### src/rtl/rhpq_pkg.sv
// Shared widths, codes and sideband types for the palette quantizer.
`default_nettype none
package rhpq_pkg;

    localparam int CH_W   = 8;
    localparam int Q_W    = 7;
    localparam int NUM_W  = 11;
    localparam int DIV_W  = 11;
    localparam int PROD_W = 18;
    localparam int QUO_W  = 7;
    localparam int IDX_W  = 8;

    localparam logic [Q_W-1:0] Q_MIN   = 7'd32;
    localparam logic [Q_W-1:0] Q_MAX   = 7'd64;
    localparam logic [Q_W-1:0] Q_RESET = 7'd64;

    localparam logic [1:0] GREY_BLACK = 2'd0;
    localparam logic [1:0] GREY_WHITE = 2'd1;
    localparam logic [1:0] GREY_LIGHT = 2'd2;
    localparam logic [1:0] GREY_MID   = 2'd3;

    typedef struct packed {
        logic       grey;
        logic [1:0] grey_code;
        logic       hi_val;
        logic       hi_sat;
    } t_side;

endpackage
`default_nettype wire

### src/rtl/rhpq_if.sv
// Stream interfaces for pixel words and palette index words.
`default_nettype none
interface rhpq_pix_if;
    logic                    valid;
    logic                    ready;
    logic [rhpq_pkg::CH_W-1:0] red;
    logic [rhpq_pkg::CH_W-1:0] green;
    logic [rhpq_pkg::CH_W-1:0] blue;

    modport source (output valid, output red, output green, output blue, input ready);
    modport sink   (input valid, input red, input green, input blue, output ready);
endinterface

interface rhpq_idx_if;
    logic                       valid;
    logic                       ready;
    logic [rhpq_pkg::IDX_W-1:0] palette_index;

    modport source (output valid, output palette_index, input ready);
    modport sink   (input valid, input palette_index, output ready);
endinterface
`default_nettype wire

### src/rtl/rhpq_hue_front.sv
// Two front stages: channel max/min and hue sector numerator, grey test.
`default_nettype none
module rhpq_hue_front (
    input  wire logic                        i_clk,
    input  wire logic                        i_rst_n,
    input  wire logic                        i_en,
    input  wire logic                        i_vld,
    input  wire logic [rhpq_pkg::CH_W-1:0]   i_red,
    input  wire logic [rhpq_pkg::CH_W-1:0]   i_green,
    input  wire logic [rhpq_pkg::CH_W-1:0]   i_blue,
    output logic                             o_vld,
    output logic [rhpq_pkg::NUM_W-1:0]       o_num,
    output logic [rhpq_pkg::CH_W-1:0]        o_span,
    output rhpq_pkg::t_side                  o_side
);

    localparam logic [1:0] K_ONE   = 2'd0;
    localparam logic [1:0] K_THREE = 2'd1;
    localparam logic [1:0] K_FIVE  = 2'd2;

    function automatic logic [rhpq_pkg::NUM_W-1:0] NUM_W_EXT(
        input logic [rhpq_pkg::CH_W-1:0] v
    );
        return {{(rhpq_pkg::NUM_W - rhpq_pkg::CH_W){1'b0}}, v};
    endfunction

    logic [rhpq_pkg::CH_W-1:0] w_mx, w_mn, w_chan;
    logic [1:0]                w_k;
    logic                      w_sub;

    logic [rhpq_pkg::CH_W-1:0] r_mx, r_mn, r_chan;
    logic [1:0]                r_k;
    logic                      r_sub;
    logic                      r_vld1;

    logic [rhpq_pkg::CH_W-1:0]  w_d, w_t;
    logic [rhpq_pkg::NUM_W-1:0] w_dx, w_kd, w_num, w_d5;
    rhpq_pkg::t_side            w_side;

    logic [rhpq_pkg::NUM_W-1:0] r_num;
    logic [rhpq_pkg::CH_W-1:0]  r_span;
    rhpq_pkg::t_side            r_side;
    logic                       r_vld2;

    always_comb begin
        w_mx = i_red;
        if (i_green > w_mx) w_mx = i_green;
        if (i_blue > w_mx) w_mx = i_blue;
        w_mn = i_red;
        if (i_green < w_mn) w_mn = i_green;
        if (i_blue < w_mn) w_mn = i_blue;
        if (w_mx == i_blue) begin
            if (w_mn == i_red) begin
                w_k = K_THREE; w_sub = 1'b0; w_chan = i_green;
            end else begin
                w_k = K_FIVE;  w_sub = 1'b1; w_chan = i_red;
            end
        end else if (w_mx == i_green) begin
            if (w_mn == i_blue) begin
                w_k = K_ONE;   w_sub = 1'b0; w_chan = i_red;
            end else begin
                w_k = K_THREE; w_sub = 1'b1; w_chan = i_blue;
            end
        end else begin
            if (w_mn == i_green) begin
                w_k = K_FIVE;  w_sub = 1'b0; w_chan = i_blue;
            end else begin
                w_k = K_ONE;   w_sub = 1'b1; w_chan = i_green;
            end
        end
    end

    always_ff @(posedge i_clk) begin
        if (!i_rst_n) begin
            r_vld1 <= 1'b0;
            r_vld2 <= 1'b0;
        end else if (i_en) begin
            r_vld1 <= i_vld;
            r_vld2 <= r_vld1;
        end
    end

    always_ff @(posedge i_clk) begin
        if (i_en) begin
            r_mx   <= w_mx;
            r_mn   <= w_mn;
            r_chan <= w_chan;
            r_k    <= w_k;
            r_sub  <= w_sub;
        end
    end

    always_comb begin
        w_d  = r_mx - r_mn;
        w_t  = r_mx - r_chan;
        w_dx = NUM_W_EXT(w_d);
        w_d5 = w_dx + {w_dx[rhpq_pkg::NUM_W-3:0], 2'b00};
        case (r_k)
            K_THREE: w_kd = w_dx + {w_dx[rhpq_pkg::NUM_W-2:0], 1'b0};
            K_FIVE:  w_kd = w_d5;
            default: w_kd = w_dx;
        endcase
        w_num = r_sub ? (w_kd - NUM_W_EXT(w_t)) : (w_kd + NUM_W_EXT(w_t));
        w_side.grey   = (r_mx == '0) || (w_d5 < NUM_W_EXT(r_mx));
        w_side.hi_val = r_mx[rhpq_pkg::CH_W-1];
        w_side.hi_sat = {1'b0, w_d, 1'b0} > {2'b00, r_mx};
        if (r_mx < 8'd64) begin
            w_side.grey_code = rhpq_pkg::GREY_BLACK;
        end else if (r_mx > 8'd204) begin
            w_side.grey_code = rhpq_pkg::GREY_WHITE;
        end else if (r_mx[rhpq_pkg::CH_W-1]) begin
            w_side.grey_code = rhpq_pkg::GREY_LIGHT;
        end else begin
            w_side.grey_code = rhpq_pkg::GREY_MID;
        end
    end

    always_ff @(posedge i_clk) begin
        if (i_en) begin
            r_num  <= w_num;
            r_span <= w_d;
            r_side <= w_side;
        end
    end

    assign o_vld  = r_vld2;
    assign o_num  = r_num;
    assign o_span = r_span;
    assign o_side = r_side;

endmodule
`default_nettype wire

### src/rtl/rhpq_div_pipe.sv
// Product stage and one-bit-per-stage restoring divider for the hue step.
`default_nettype none
module rhpq_div_pipe (
    input  wire logic                        i_clk,
    input  wire logic                        i_rst_n,
    input  wire logic                        i_en,
    input  wire logic [rhpq_pkg::Q_W-1:0]    i_q,
    input  wire logic                        i_vld,
    input  wire logic [rhpq_pkg::NUM_W-1:0]  i_num,
    input  wire logic [rhpq_pkg::CH_W-1:0]   i_span,
    input  wire rhpq_pkg::t_side             i_side,
    output logic                             o_vld,
    output logic [rhpq_pkg::QUO_W-1:0]       o_quo,
    output rhpq_pkg::t_side                  o_side
);

    localparam int NST = rhpq_pkg::QUO_W;

    logic [rhpq_pkg::PROD_W-1:0] r_rem  [0:NST];
    logic [rhpq_pkg::DIV_W-1:0]  r_dv   [0:NST];
    logic [rhpq_pkg::QUO_W-1:0]  r_quo  [0:NST];
    rhpq_pkg::t_side             r_side [0:NST];
    logic [NST:0]                r_vld;

    logic [rhpq_pkg::DIV_W-1:0]  w_span_x;
    logic [rhpq_pkg::DIV_W-1:0]  w_dv6;

    always_comb begin
        w_span_x = {{(rhpq_pkg::DIV_W - rhpq_pkg::CH_W){1'b0}}, i_span};
        w_dv6    = {w_span_x[rhpq_pkg::DIV_W-3:0], 2'b00} + {w_span_x[rhpq_pkg::DIV_W-2:0], 1'b0};
    end

    always_ff @(posedge i_clk) begin
        if (!i_rst_n) begin
            r_vld <= '0;
        end else if (i_en) begin
            r_vld <= {r_vld[NST-1:0], i_vld};
        end
    end

    always_ff @(posedge i_clk) begin
        if (i_en) begin
            r_rem[0]  <= rhpq_pkg::PROD_W'(i_q * i_num);
            r_dv[0]   <= w_dv6;
            r_quo[0]  <= '0;
            r_side[0] <= i_side;
        end
    end

    for (genvar gi = 0; gi < NST; gi++) begin : g_stage
        localparam int SH = NST - 1 - gi;
        logic [rhpq_pkg::PROD_W-1:0] w_shift;
        logic                        w_ge;

        always_comb begin
            w_shift = {{(rhpq_pkg::PROD_W - rhpq_pkg::DIV_W){1'b0}}, r_dv[gi]} << SH;
            w_ge    = r_rem[gi] >= w_shift;
        end

        always_ff @(posedge i_clk) begin
            if (i_en) begin
                r_rem[gi+1]  <= w_ge ? (r_rem[gi] - w_shift) : r_rem[gi];
                r_dv[gi+1]   <= r_dv[gi];
                r_quo[gi+1]  <= {r_quo[gi][rhpq_pkg::QUO_W-2:0], w_ge};
                r_side[gi+1] <= r_side[gi];
            end
        end
    end

    assign o_vld  = r_vld[NST];
    assign o_quo  = r_quo[NST];
    assign o_side = r_side[NST];

endmodule
`default_nettype wire

### src/rtl/rgb_to_hsv_palette_quantizer_core.sv
// Top level: palette register, pipeline stall control and index assembly.
// Throughput: one pixel per cycle; the ten-stage datapath plus output register
// all advance together and hold while the output word waits.
// Reset: synchronous active low; clears all valid bits, q returns to 64.
`default_nettype none
module rgb_to_hsv_palette_quantizer_core (
    input  wire logic                      i_clk,
    input  wire logic                      i_rst_n,
    input  wire logic                      i_cfg_wr_en,
    input  wire logic [rhpq_pkg::Q_W-1:0]  i_cfg_wr_data,
    rhpq_pix_if.sink                       i_pix,
    rhpq_idx_if.source                     o_idx
);

    logic [rhpq_pkg::Q_W-1:0] r_q, n_q;
    logic                     w_en;

    logic                       w_f_vld;
    logic [rhpq_pkg::NUM_W-1:0] w_f_num;
    logic [rhpq_pkg::CH_W-1:0]  w_f_span;
    rhpq_pkg::t_side            w_f_side;

    logic                       w_d_vld;
    logic [rhpq_pkg::QUO_W-1:0] w_d_quo;
    rhpq_pkg::t_side            w_d_side;

    logic [rhpq_pkg::IDX_W-1:0] w_q8, w_q2, w_q3, w_step, w_idx;

    logic                       r_out_vld;
    logic [rhpq_pkg::IDX_W-1:0] r_out_idx;

    always_comb begin
        n_q = i_cfg_wr_data;
        if (i_cfg_wr_data < rhpq_pkg::Q_MIN) n_q = rhpq_pkg::Q_MIN;
        if (i_cfg_wr_data > rhpq_pkg::Q_MAX) n_q = rhpq_pkg::Q_MAX;
    end

    always_ff @(posedge i_clk) begin
        if (!i_rst_n) begin
            r_q <= rhpq_pkg::Q_RESET;
        end else if (i_cfg_wr_en) begin
            r_q <= n_q;
        end
    end

    assign w_en        = !r_out_vld || o_idx.ready;
    assign i_pix.ready = w_en;

    rhpq_hue_front u_front (
        .i_clk   (i_clk),
        .i_rst_n (i_rst_n),
        .i_en    (w_en),
        .i_vld   (i_pix.valid),
        .i_red   (i_pix.red),
        .i_green (i_pix.green),
        .i_blue  (i_pix.blue),
        .o_vld   (w_f_vld),
        .o_num   (w_f_num),
        .o_span  (w_f_span),
        .o_side  (w_f_side)
    );

    rhpq_div_pipe u_div (
        .i_clk   (i_clk),
        .i_rst_n (i_rst_n),
        .i_en    (w_en),
        .i_q     (r_q),
        .i_vld   (w_f_vld),
        .i_num   (w_f_num),
        .i_span  (w_f_span),
        .i_side  (w_f_side),
        .o_vld   (w_d_vld),
        .o_quo   (w_d_quo),
        .o_side  (w_d_side)
    );

    always_comb begin
        w_q8   = {1'b0, r_q};
        w_q2   = {r_q, 1'b0};
        w_q3   = w_q2 + w_q8;
        w_step = {1'b0, w_d_quo};
        if (w_step == '0) w_step = 8'd1;
        if (w_step >= w_q8) w_step = w_q8 - 8'd1;
        w_idx = w_step;
        if (w_d_side.hi_val) w_idx = w_idx + w_q2;
        if (w_d_side.hi_sat) w_idx = w_idx + w_q8;
        if (w_d_side.grey) begin
            case (w_d_side.grey_code)
                rhpq_pkg::GREY_WHITE: w_idx = w_q8;
                rhpq_pkg::GREY_LIGHT: w_idx = w_q3;
                rhpq_pkg::GREY_MID:   w_idx = w_q2;
                default:              w_idx = '0;
            endcase
        end
    end

    always_ff @(posedge i_clk) begin
        if (!i_rst_n) begin
            r_out_vld <= 1'b0;
        end else if (w_en) begin
            r_out_vld <= w_d_vld;
        end
    end

    always_ff @(posedge i_clk) begin
        if (w_en) begin
            r_out_idx <= w_idx;
        end
    end

    assign o_idx.valid         = r_out_vld;
    assign o_idx.palette_index = r_out_idx;

    a_q_range: assert property (@(posedge i_clk) disable iff (!i_rst_n)
        (r_q >= rhpq_pkg::Q_MIN) && (r_q <= rhpq_pkg::Q_MAX))
        else $error("palette quarter out of range");

    a_idx_bound: assert property (@(posedge i_clk) disable iff (!i_rst_n)
        o_idx.valid |-> ({1'b0, o_idx.palette_index} < {r_q, 2'b00}))
        else $error("palette index beyond palette");

    a_stall_cause: assert property (@(posedge i_clk) disable iff (!i_rst_n)
        !i_pix.ready |-> (o_idx.valid && !o_idx.ready))
        else $error("input stalled without a waiting output word");

endmodule
`default_nettype wire
### src/flat_wrapper.sv
// flat-port wrapper written by rule: the top's interface ports become plain ports
module rgb_to_hsv_palette_quantizer_core_flat 
  (i_clk, i_rst_n, i_cfg_wr_en, i_cfg_wr_data, i_pix_valid, i_pix_red, i_pix_green, i_pix_blue, i_pix_ready, o_idx_valid, o_idx_palette_index, o_idx_ready);
  rhpq_pix_if i_pix_i ();
  rhpq_idx_if o_idx_i ();
  input  wire logic i_clk;
  input  wire logic i_rst_n;
  input  wire logic i_cfg_wr_en;
  input  wire logic [rhpq_pkg::Q_W-1:0] i_cfg_wr_data;
  input wire logic [$bits(i_pix_i.valid)-1:0] i_pix_valid;
  input wire logic [$bits(i_pix_i.red)-1:0] i_pix_red;
  input wire logic [$bits(i_pix_i.green)-1:0] i_pix_green;
  input wire logic [$bits(i_pix_i.blue)-1:0] i_pix_blue;
  output wire logic [$bits(i_pix_i.ready)-1:0] i_pix_ready;
  output wire logic [$bits(o_idx_i.valid)-1:0] o_idx_valid;
  output wire logic [$bits(o_idx_i.palette_index)-1:0] o_idx_palette_index;
  input wire logic [$bits(o_idx_i.ready)-1:0] o_idx_ready;
  assign i_pix_i.valid = i_pix_valid;
  assign i_pix_i.red = i_pix_red;
  assign i_pix_i.green = i_pix_green;
  assign i_pix_i.blue = i_pix_blue;
  assign i_pix_ready = i_pix_i.ready;
  assign o_idx_valid = o_idx_i.valid;
  assign o_idx_palette_index = o_idx_i.palette_index;
  assign o_idx_i.ready = o_idx_ready;
  rgb_to_hsv_palette_quantizer_core u_core (.i_clk(i_clk), .i_rst_n(i_rst_n), .i_cfg_wr_en(i_cfg_wr_en), .i_cfg_wr_data(i_cfg_wr_data), .i_pix(i_pix_i), .o_idx(o_idx_i));
endmodule
### config.mk
export PLATFORM = sky130hd
export DESIGN_NAME = rgb_to_hsv_palette_quantizer_core_flat
export DESIGN_NICKNAME = d
export VERILOG_FILES = /design/src/rtl/rhpq_pkg.sv /design/src/rtl/rhpq_if.sv /design/src/rtl/rhpq_hue_front.sv /design/src/rtl/rhpq_div_pipe.sv /design/src/rtl/rgb_to_hsv_palette_quantizer_core.sv /design/src/flat_wrapper.sv
export SDC_FILE = /design/constraint.sdc
export NUM_CORES = 1
export LEC_CHECK = 0
export ABC_CLOCK_PERIOD_IN_PS = 22200
export BUFFER_PORTS_ARGS = -buffer_cell sky130_fd_sc_hd__buf_2
export CAP_MARGIN = 10
export CORE_MARGIN = 5
export CORE_UTILIZATION = 60
export CTS_CLUSTER_DIAMETER = 40
export DETAILED_ROUTE_END_ITERATION = 6
export GPL_ROUTABILITY_DRIVEN = 0
export GPL_TIMING_DRIVEN = 0
export PLACE_DENSITY = 0.78
export SLEW_MARGIN = 30
export SYNTH_ARGS = -nofsm -noshare
export SYNTH_HDL_FRONTEND = slang
export SYNTH_SLANG_ARGS = --single-unit
### constraint.sdc
create_clock -name i_clk -period 22.2 [get_ports i_clk]
set_clock_uncertainty 0.15 [all_clocks]
set_input_delay 3.33 -clock i_clk [delete_from_list [all_inputs] [get_ports i_clk]]
set_output_delay 3.33 -clock i_clk [all_outputs]
set_load 0.02 [all_outputs]
Word level (Yosys, flattened, before mapping) --
Memories as Yosys holds them, arrays and structs flattened. Cells that the tools add are included.
Storage, ports and cells: RAM bits 328, output and inout port bits 10, bits in registers 77, memories 4, logic and storage cells 115
Memories:
- u_core.u_div.r_rem | words 8, width 18, rd ports 7, clocked after Yosys merged registers in 0, write ports 8, line rhpq_div_pipe.sv:19 | logic [rhpq_pkg::PROD_W-1:0] r_rem [0:NST];
- u_core.u_div.r_dv | words 8, width 11, rd ports 7, clocked after Yosys merged registers in 0, write ports 8, line rhpq_div_pipe.sv:20 | logic [rhpq_pkg::DIV_W-1:0] r_dv [0:NST];
- u_core.u_div.r_quo | words 8, width 7, rd ports 8, clocked after Yosys merged registers in 0, write ports 8, line rhpq_div_pipe.sv:21 | logic [rhpq_pkg::QUO_W-1:0] r_quo [0:NST];
- u_core.u_div.r_side | words 8, width 5, rd ports 8, clocked after Yosys merged registers in 0, write ports 8, line rhpq_div_pipe.sv:22 | rhpq_pkg::t_side r_side [0:NST];
Cells by class: muxes and demuxes 40, add/sub/neg operators 18, $mul 1, eq/ne operators 10, reduce and logical (&&, ||, !) cells 6, $lt $le $gt $ge 18
Operator list (count):
- $mux W18 | 7
- $mux W8 | 13
- $eq A8 B8 Y1 | 5
- $pmux W8 S3 | 1
- $pmux W11 S2 | 1
- $mux W7 | 3
- $ge A18 B11 Y1 | 1
- $ge A18 B12 Y1 | 1
- $ge A18 B13 Y1 | 1
- $ge A18 B14 Y1 | 1
- $ge A18 B15 Y1 | 1
- $ge A18 B16 Y1 | 1
- $ge A18 B17 Y1 | 1
- $mul A7 B11 Y18 | 1
- $sub A18 B11 Y18 | 1
- $sub A18 B12 Y18 | 1
- $sub A18 B13 Y18 | 1
- $sub A18 B14 Y18 | 1
- $sub A18 B15 Y18 | 1
- $sub A18 B16 Y18 | 1
- $sub A18 B17 Y18 | 1
- $add A8 B7 Y8 | 2
- $gt A8 B8 Y1 | 2
- $lt A8 B8 Y1 | 2
- 25 further kinds | 42

Depth between registers and ports, before layout --
Gate-level depths: netlist (run 1). An unclocked memory read counts as a cell.
depth in word-level cells 10, depth in mapped cells 28, depth with buffers taken out 27

Cells and area by module --
A second synthesis (run 1) with hierarchy kept.
Unflattened totals: cell total of the unflattened synthesis 2208, area total of the unflattened synthesis 23636.4 µm²
Modules (own cells, without submodules):
- rhpq_div_pipe | area each 15524.9 µm², cells each 1284, instances 1, sequential area each 8087.8 µm²
- rhpq_hue_front | area each 5955.7 µm², cells each 665, instances 1, sequential area each 1571.5 µm²
- rgb_to_hsv_palette_quantizer_core | area each 2155.8 µm², cells each 259, instances 1, sequential area each 400.4 µm²

Least setup slack after synthesis (run 1) --
No wires, ideal clock.
kind input-to-output, start point input port o_idx_ready, end point output port i_pix_ready, path slack 6196 ps, data arrival time 12524 ps, cell stages on the path 3, buffers on the path 1, required time 18720 ps, cell sequence nor2b_1 inv_1 clkbuf_1
On the way: cells in the longest elaborated chain, start to end 1
Ends and longest elaborated chain:
- start: declaration | line flat_wrapper.sv:17 | input wire logic [$bits(o_idx_i.ready)-1:0] o_idx_ready;
- $logic_or A1 B1 Y1 | line rgb_to_hsv_palette_quantizer_core.sv:46 | assign w_en = !r_out_vld || o_idx.ready;
- end: declaration | line flat_wrapper.sv:14 | output wire logic [$bits(i_pix_i.ready)-1:0] i_pix_ready;
No other way between the ends.

Worst setup path after layout (run 1) --
Same ends and word-level chain as after synthesis.

==> impl_results.md, run 1 <==
- Status: finished clean
- Vias in the first global route: 16,557
- Post-cts sizing count: 0
- Die ar.: 41,800 um2
- Total core area: 37,500 um2
- Sequential cell area: 10,100 um2
- H-tree Lvls: 2
- Adder-cell share of the synthesized area: 17.8%
- Post-synthesis simple-gate area fraction: 11.3%
- Worst reg2reg startpoint: u_core.r_q[5]
- Element type at the critical path start: input pin
- Top achievable clock speed: 110 MHz
- Final setup TNS: 0 ns
- CTS tree: built
- Std cell rows: 71
- R2R depth: 17
- Post-DP HPWL: 35,700 um
- Mapped Cells: 2,100
- Most common cell after layout, fill and taps aside: edfxtp_1
- Sink Count: 341
- DRT Pass-1 Iters: 5
- Crit path to: i_pix_ready
- Initial antenna violation count: 0
- Hold Path Depth: 0
- Max_cap viols: 0
- Ys Warns: 0
- I/O Buffers: 41
- # diodes: 0
- Skew-Pair Late Insertion Delay: 0.57 ns
- Pleak: 11.1 nW
- Worst r2r dst: u_core.u_div.r_rem[0][17]
- First-pass GRT wire length: 78,600 um
- Hold Buf Count CTS: 0
- Initial DRC count: 916
- Synth-to-layout area growth: 11.7%
- Worst-Margin Slew: 1.04 ns
- Pre-CTS setup slack: 13.13 ns
- CP max FO: 52
- Chip Width: 204 um
- Die height: 204 um
- Final Worst Setup Slack: 13.14 ns
- Post-layout min period: 9.06 ns
- Number of remaining DRC errors: 0
- Post-synth EDFFs: 323
- Setup Buffers After CTS: 0
- Multi-input logic area: 11,400 um2
- Post-route cell area: 25,300 um2
- XOR/XNOR share of the synthesized area: 6.33%
- Pin count of the biggest net entering global routing: 53
- Slew headroom: 30.1%
- Register area share after synthesis: 44.4%
- Post-route clock period utilization: 40.8%
- Worst reg2reg setup slack: 15.96 ns
- Total track usage: 22.9%
- Req. time, crit path: 18.72 ns
- Final Max Slew Viols: 0
- Arr. time, crit path: 5.58 ns
- # fillers: 2,753
- Synth Net Count: 2,424
- Clock Tree Buf Depth: 3
- Clock buffer count from CTS: 46
- Worst hold margin: 0.262 ns
- Multiplexer share of the synthesized area: 1.75%
- Post-synthesis compound-gate area fraction: 13.0%
- Syn Std Cell Area: 22,700 um2
- Endpoint type of the worst setup path: output port
- Layout cells sized above 1: 8.77%
- RSZ-0062 raised after global routing: false
- GRT overflow: 0
- Nets: 2,520
- Root Buffer: clkbuf_16
- Min-delay src: u_core.u_div.r_quo[1][17]
- Synth Register Bits: 341
- Hold Path Class: reg2reg
- Hold Vio Cnt, Final: 0
- Distinct cell type count after synthesis: 74
- Final wirelength: 47,100 um
- Final setup violation count: 0
- Initial core utilization: 60.5%
- Boundary pin count: 46
- Most frequent cells in the layout: edfxtp_1, inv_1, ha_1
- Syn Area/Cell: 10.8 um2
- Post-DP Area: 23,700 um2
- Pwr per Cell Area: 167 nW/um2
- Overall Power: 4.24 mW
- Routed len/inst: 17.2 um
- Worst-path clk slew: 0.06 ns
- Number of routed nets with antenna violations: 0
- WS Path Type: in2out
- Most used DFF post-synth: edfxtp_1
- Largest family of logic cells by synthesized area: adder cells
- Vias per std cell: 5.76
- Vias: 15,820
- Critical Path Source: o_idx_ready
- Share of flip-flops with an asynchronous set or reset: 0%
- Peak VDD IR: 0.0842 mV
[cells in the mapped netlist, types with 22 or more instances]
cell type / n / area [um2]
edfxtp_1: 323 / 9700
inv_1: 239 / 897
ha_1: 229 / 2870
nand2_1: 163 / 612
a21oi_1: 135 / 676
nor2_1: 121 / 454
xnor2_1: 108 / 946
o21ai_0: 80 / 400
fa_1: 59 / 1180
a21o_1: 56 / 420
xor2_1: 56 / 490
clkbuf_1: 52 / 195
nor2b_1: 35 / 219
and2_1: 33 / 206
nor3_1: 33 / 165
a21boi_0: 29 / 218
o21a_1: 28 / 210
nand2b_1: 22 / 138
nand4_1: 22 / 138
[cells by family after synthesis]
group,Yosys count
flip-flops,341
adder cells (fa/ha/maj),288
AO/OA/AOI/OAI,445
buffers and inverters,306
AND/OR/NAND/NOR,519
XOR/XNOR,164
multiplexers,37
[flip-flops by register name, summed over array words and instances, names as in the netlist, 5 cells and up]
| signal | count |
|---|---|
| u_core.u_div.r_rem | 126 |
| u_core.u_div.r_dv | 70 |
| u_core.u_div.r_side | 40 |
| u_core.u_div.r_quo | 28 |
| u_core.u_front.o_num | 11 |
| u_core.o_idx.palette_index | 8 |
| u_core.u_div.r_vld | 8 |
| u_core.u_front.o_span | 8 |
| u_core.u_front.r_chan | 8 |
| u_core.u_front.r_mn | 8 |
| u_core.u_front.r_mx | 8 |
| u_core.r_q | 7 |
| u_core.u_front.o_side | 5 |
[area by class of cell]
cell class | count | share of cell area, %
well taps | 511 | 2.52
repair buffers | 48 | 1.42
inverters | 239 | 3.54
clock buffers | 50 | 4.73
plain buffers | 67 | 1.29
flip-flops and latches | 341 | 39.7
multi-input cells | 1453 | 45.1
clock inverters | 36 | 1.69
[worst max-delay path, stage by stage]
cell      delay (ns)
buf_2           0.07
nor2b_1         0.05
inv_1           0.07
clkbuf_4        0.38
buf_12          0.29
buf_12          0.26
buf_12          0.25
buf_12          0.27
buf_16          0.28
buf_2           0.22
[metal layers]
metal  global-route usage, %  vias to the layer above  share of wire [%]
li1                        -                     7649                  -
met1                    27.3                     7537                 40
met2                    41.0                      481                 50
met3                    3.08                      153                4.8
met4                    10.8                        0                4.7
met5                       0                        -                  0
[per-stage QoR]
step	utilization (%)	instances
finish	67.6	2745
detailed placement	63.2	2659
global route	67.6	2745
floorplan	-	2100
CTS	67.5	2745
global placement	62.7	2652
[how the worst min path moves through the flow]
stage | slack (ns) | end
detailed placement | 0.25 | u_core.u_div.r_side[0][0]
floorplan | 0.25 | u_core.u_div.r_quo[0][15]
global route | 0.28 | u_core.u_div.r_side[0][19]
CTS | 0.25 | u_core.u_div.r_quo[1][25]
global placement | 0.25 | u_core.u_div.r_side[1][13]
finish | 0.26 | u_core.u_div.r_quo[1][25]
[where the power goes]
group          switching (mW)  total, mW  internal (mW)
clock network           0.305      0.748          0.443
registers               0.165       1.28           1.12
logic                    1.24       2.21          0.970
total                    1.71       4.24           2.53
No activity file was read; power rests on OpenSTA's default activity.
==> run 2: changes to the inputs <==
- ABC_AREA: default -> 1
- ABC_CLOCK_PERIOD_IN_PS: 22200 -> 7800
- CORE_UTILIZATION: 60 -> 58
- PLACE_DENSITY: 0.78 -> 0.79
- clock period: 22.2 -> 7.8 ns (I/O delays scaled with it)
==> impl_results.md, run 2 <==
- Status: finished clean
- Post-cts sizing count: 0
- Most flop-heavy register: u_core.u_div.r_rem
- Worst-path clk slew: 0.06 ns
- Post-layout min period: 5.61 ns
- Final Max Slew Viols: 0
- Cell taking the most area after synthesis: edfxtp_1
- Skew-Pair Late Insertion Delay: 0.58 ns
- DRT Pass-1 Iters: 5
- Die ar.: 43,100 um2
- Vias in the first global route: 17,616
- Most used DFF post-synth: edfxtp_1
- Hold Vio Cnt, Final: 0
- Number of remaining DRC errors: 0
- Distinct cell type count after synthesis: 68
- Share of flip-flops with an asynchronous set or reset: 0%
- Worst hold margin: 0.254 ns
- Ys Warns: 0
- Final setup TNS: 0 ns
- Final setup violation count: 0
- Total core area: 38,600 um2
- Pin count of the biggest net entering global routing: 94
- Number of routed nets with antenna violations: 0
- Overall Power: 12.0 mW
- Total track usage: 22.4%
- Multi-input logic area: 11,000 um2
- Req. time, crit path: 7.96 ns
- Std cell rows: 72
- Synth Register Bits: 341
- Element type at the critical path start: register
- Initial DRC count: 1,012
- WS Path Type: reg2reg
- Most frequent cell after synthesis: nand2_1
- Root Buffer: clkbuf_16
- Top post-synthesis cells by area: edfxtp_1, ha_1, nand2_1
- R2R depth: 23
- Top achievable clock speed: 178 MHz
- GRT overflow: 0
- Max_cap viols: 0
- Register area share after synthesis: 44.4%
- CP max FO: 10
- Hold Path Class: reg2reg
- Sink Count: 341
- Die height: 208 um
- Pwr per Cell Area: 474 nW/um2
- Slew headroom: 35.8%
- Hold Path Depth: 0
- # fillers: 2,824
- Boundary pin count: 46
- Mapped Cells: 2,366
- Clock Tree Buf Depth: 3
- Syn Std Cell Area: 22,700 um2
- Synth Net Count: 2,690
- Post-DP Area: 23,600 um2
- H-tree Lvls: 2
- Post-synth EDFFs: 323
- Initial core utilization: 58.7%
- Hold Buf Count CTS: 0
- Nets: 2,787
- Pre-CTS setup slack: 2.16 ns
- Clock buffer count from CTS: 47
- Setup Buffers After CTS: 0
- I/O Buffers: 45
- Endpoint type of the worst setup path: register
- Arr. time, crit path: 5.77 ns
- Initial antenna violation count: 0
- Top cells by count, synth: nand2_1, inv_1, edfxtp_1
- Regs by FF count: u_core.u_div.r_rem: 126 flops, u_core.u_div.r_dv: 70 flops, u_core.u_div.r_side: 40 flops
- Layout cells sized above 1: 7.67%
- RSZ-0062 raised after global routing: false
- Post-route clock period utilization: 71.9%
- Post-route cell area: 25,300 um2
- Final wirelength: 48,600 um
- # diodes: 0
- Most frequent cells in the layout: nand2_1, inv_1, edfxtp_1
- Most common cell after layout, fill and taps aside: nand2_1
- Vias: 16,936
- Routed len/inst: 16.1 um
- Post-synth top area share: 42.8%
- Syn Area/Cell: 9.58 um2
- Chip Width: 208 um
- Peak VDD IR: 0.301 mV
- Sequential cell area: 10,100 um2
- Final Worst Setup Slack: 2.19 ns
- Worst-Margin Slew: 0.959 ns
- Vias per std cell: 5.61
- Largest register FFs: 126
- Post-DP HPWL: 35,900 um
- CTS tree: built
- First-pass GRT wire length: 81,100 um
- Synth-to-layout area growth: 11.6%
- Pleak: 11.9 nW
## run 2: changes by cell type after synthesis, sizes merged, moves of 26 or more
cell | previous run | this run
a21o | 56 | 8
a21oi | 136 | 166
nor2b | 35 | 1
and2 | 33 | 6
inv | 239 | 368
xor2 | 56 | 90
nand2 | 166 | 420
nor2 | 121 | 196
xnor2 | 108 | 48
clkbuf | 53 | 25
nand3 | 17 | 103
o21ai | 89 | 148
a21boi | 29 | 3
## run 2: power by group
group,switching [mW],internal (mW),total [mW]
logic,3.68,2.44,6.13
clock network,0.842,1.34,2.18
registers,0.483,3.20,3.68
## run 2: worst max-delay path: stages (launching register included)
cell and delay, ns:
dfxtp_1 0.65, clkbuf_1 0.46, nand2_1 0.14, fa_1 0.52, fa_1 0.52, fa_1 0.55, inv_1 0.05, fa_1 0.48
ha_1 0.37, nand2_1 0.07, o21ai_0 0.30, nand3_1 0.13, nand2_1 0.14, nand3_1 0.09, nand2_1 0.09, nand3_1 0.07
nand2_1 0.08, nand2_1 0.05, inv_1 0.06, nand2_1 0.05, nand2_1 0.09, nand3_1 0.08, nand2_1 0.07, xor2_1 0.06
## run 2: cell families (layout without fill, tap and decap cells)
logic type,Yosys count,in the layout,synth area share (%)
compound gates,403,403,10.3
xor+xnor,138,138,5.33
fa+ha+maj,288,288,17.8
buf+inv,405,541,6.93
flops,341,341,44.4
simple gates,791,791,15.2
## run 2: path summary, 6_finish.rpt
path / start / end / slack (ns)
worst max-delay path: u_core.r_q[5] / u_core.u_div.r_rem[0][17] / 2.19
worst min-delay path: u_core.u_div.r_side[1][11] / u_core.u_div.r_side[1][16] / 0.25
worst max register to register: u_core.r_q[5] / u_core.u_div.r_rem[0][17] / 2.19
worst min register to register: u_core.u_div.r_side[1][11] / u_core.u_div.r_side[1][16] / 0.25
## run 2: stage by stage
step / std cells / utilization (%)
finish: 3020 / 65.4
floorplan: 2366 / -
global placement: 2929 / 60.9
global route: 3020 / 65.4
detailed placement: 2932 / 61.2
CTS: 3020 / 65.4
## run 2: cell type report
| cell class | instances | share of cell area (%) |
|---|---|---|
| plain buffers | 35 | 0.752 |
| clock buffers | 56 | 5.08 |
| clock inverters | 32 | 1.45 |
| inverters | 370 | 5.50 |
| multi-input cells | 1620 | 43.7 |
| flip-flops and latches | 341 | 39.8 |
| well taps | 518 | 2.56 |
| repair buffers | 48 | 1.22 |
## run 2: per-layer routing
metal	share of wire (%)	GRT usage, %
met5	0	0
met4	5.1	11.6
met3	5.2	3.08
met2	52	41.7
met1	37	25.0
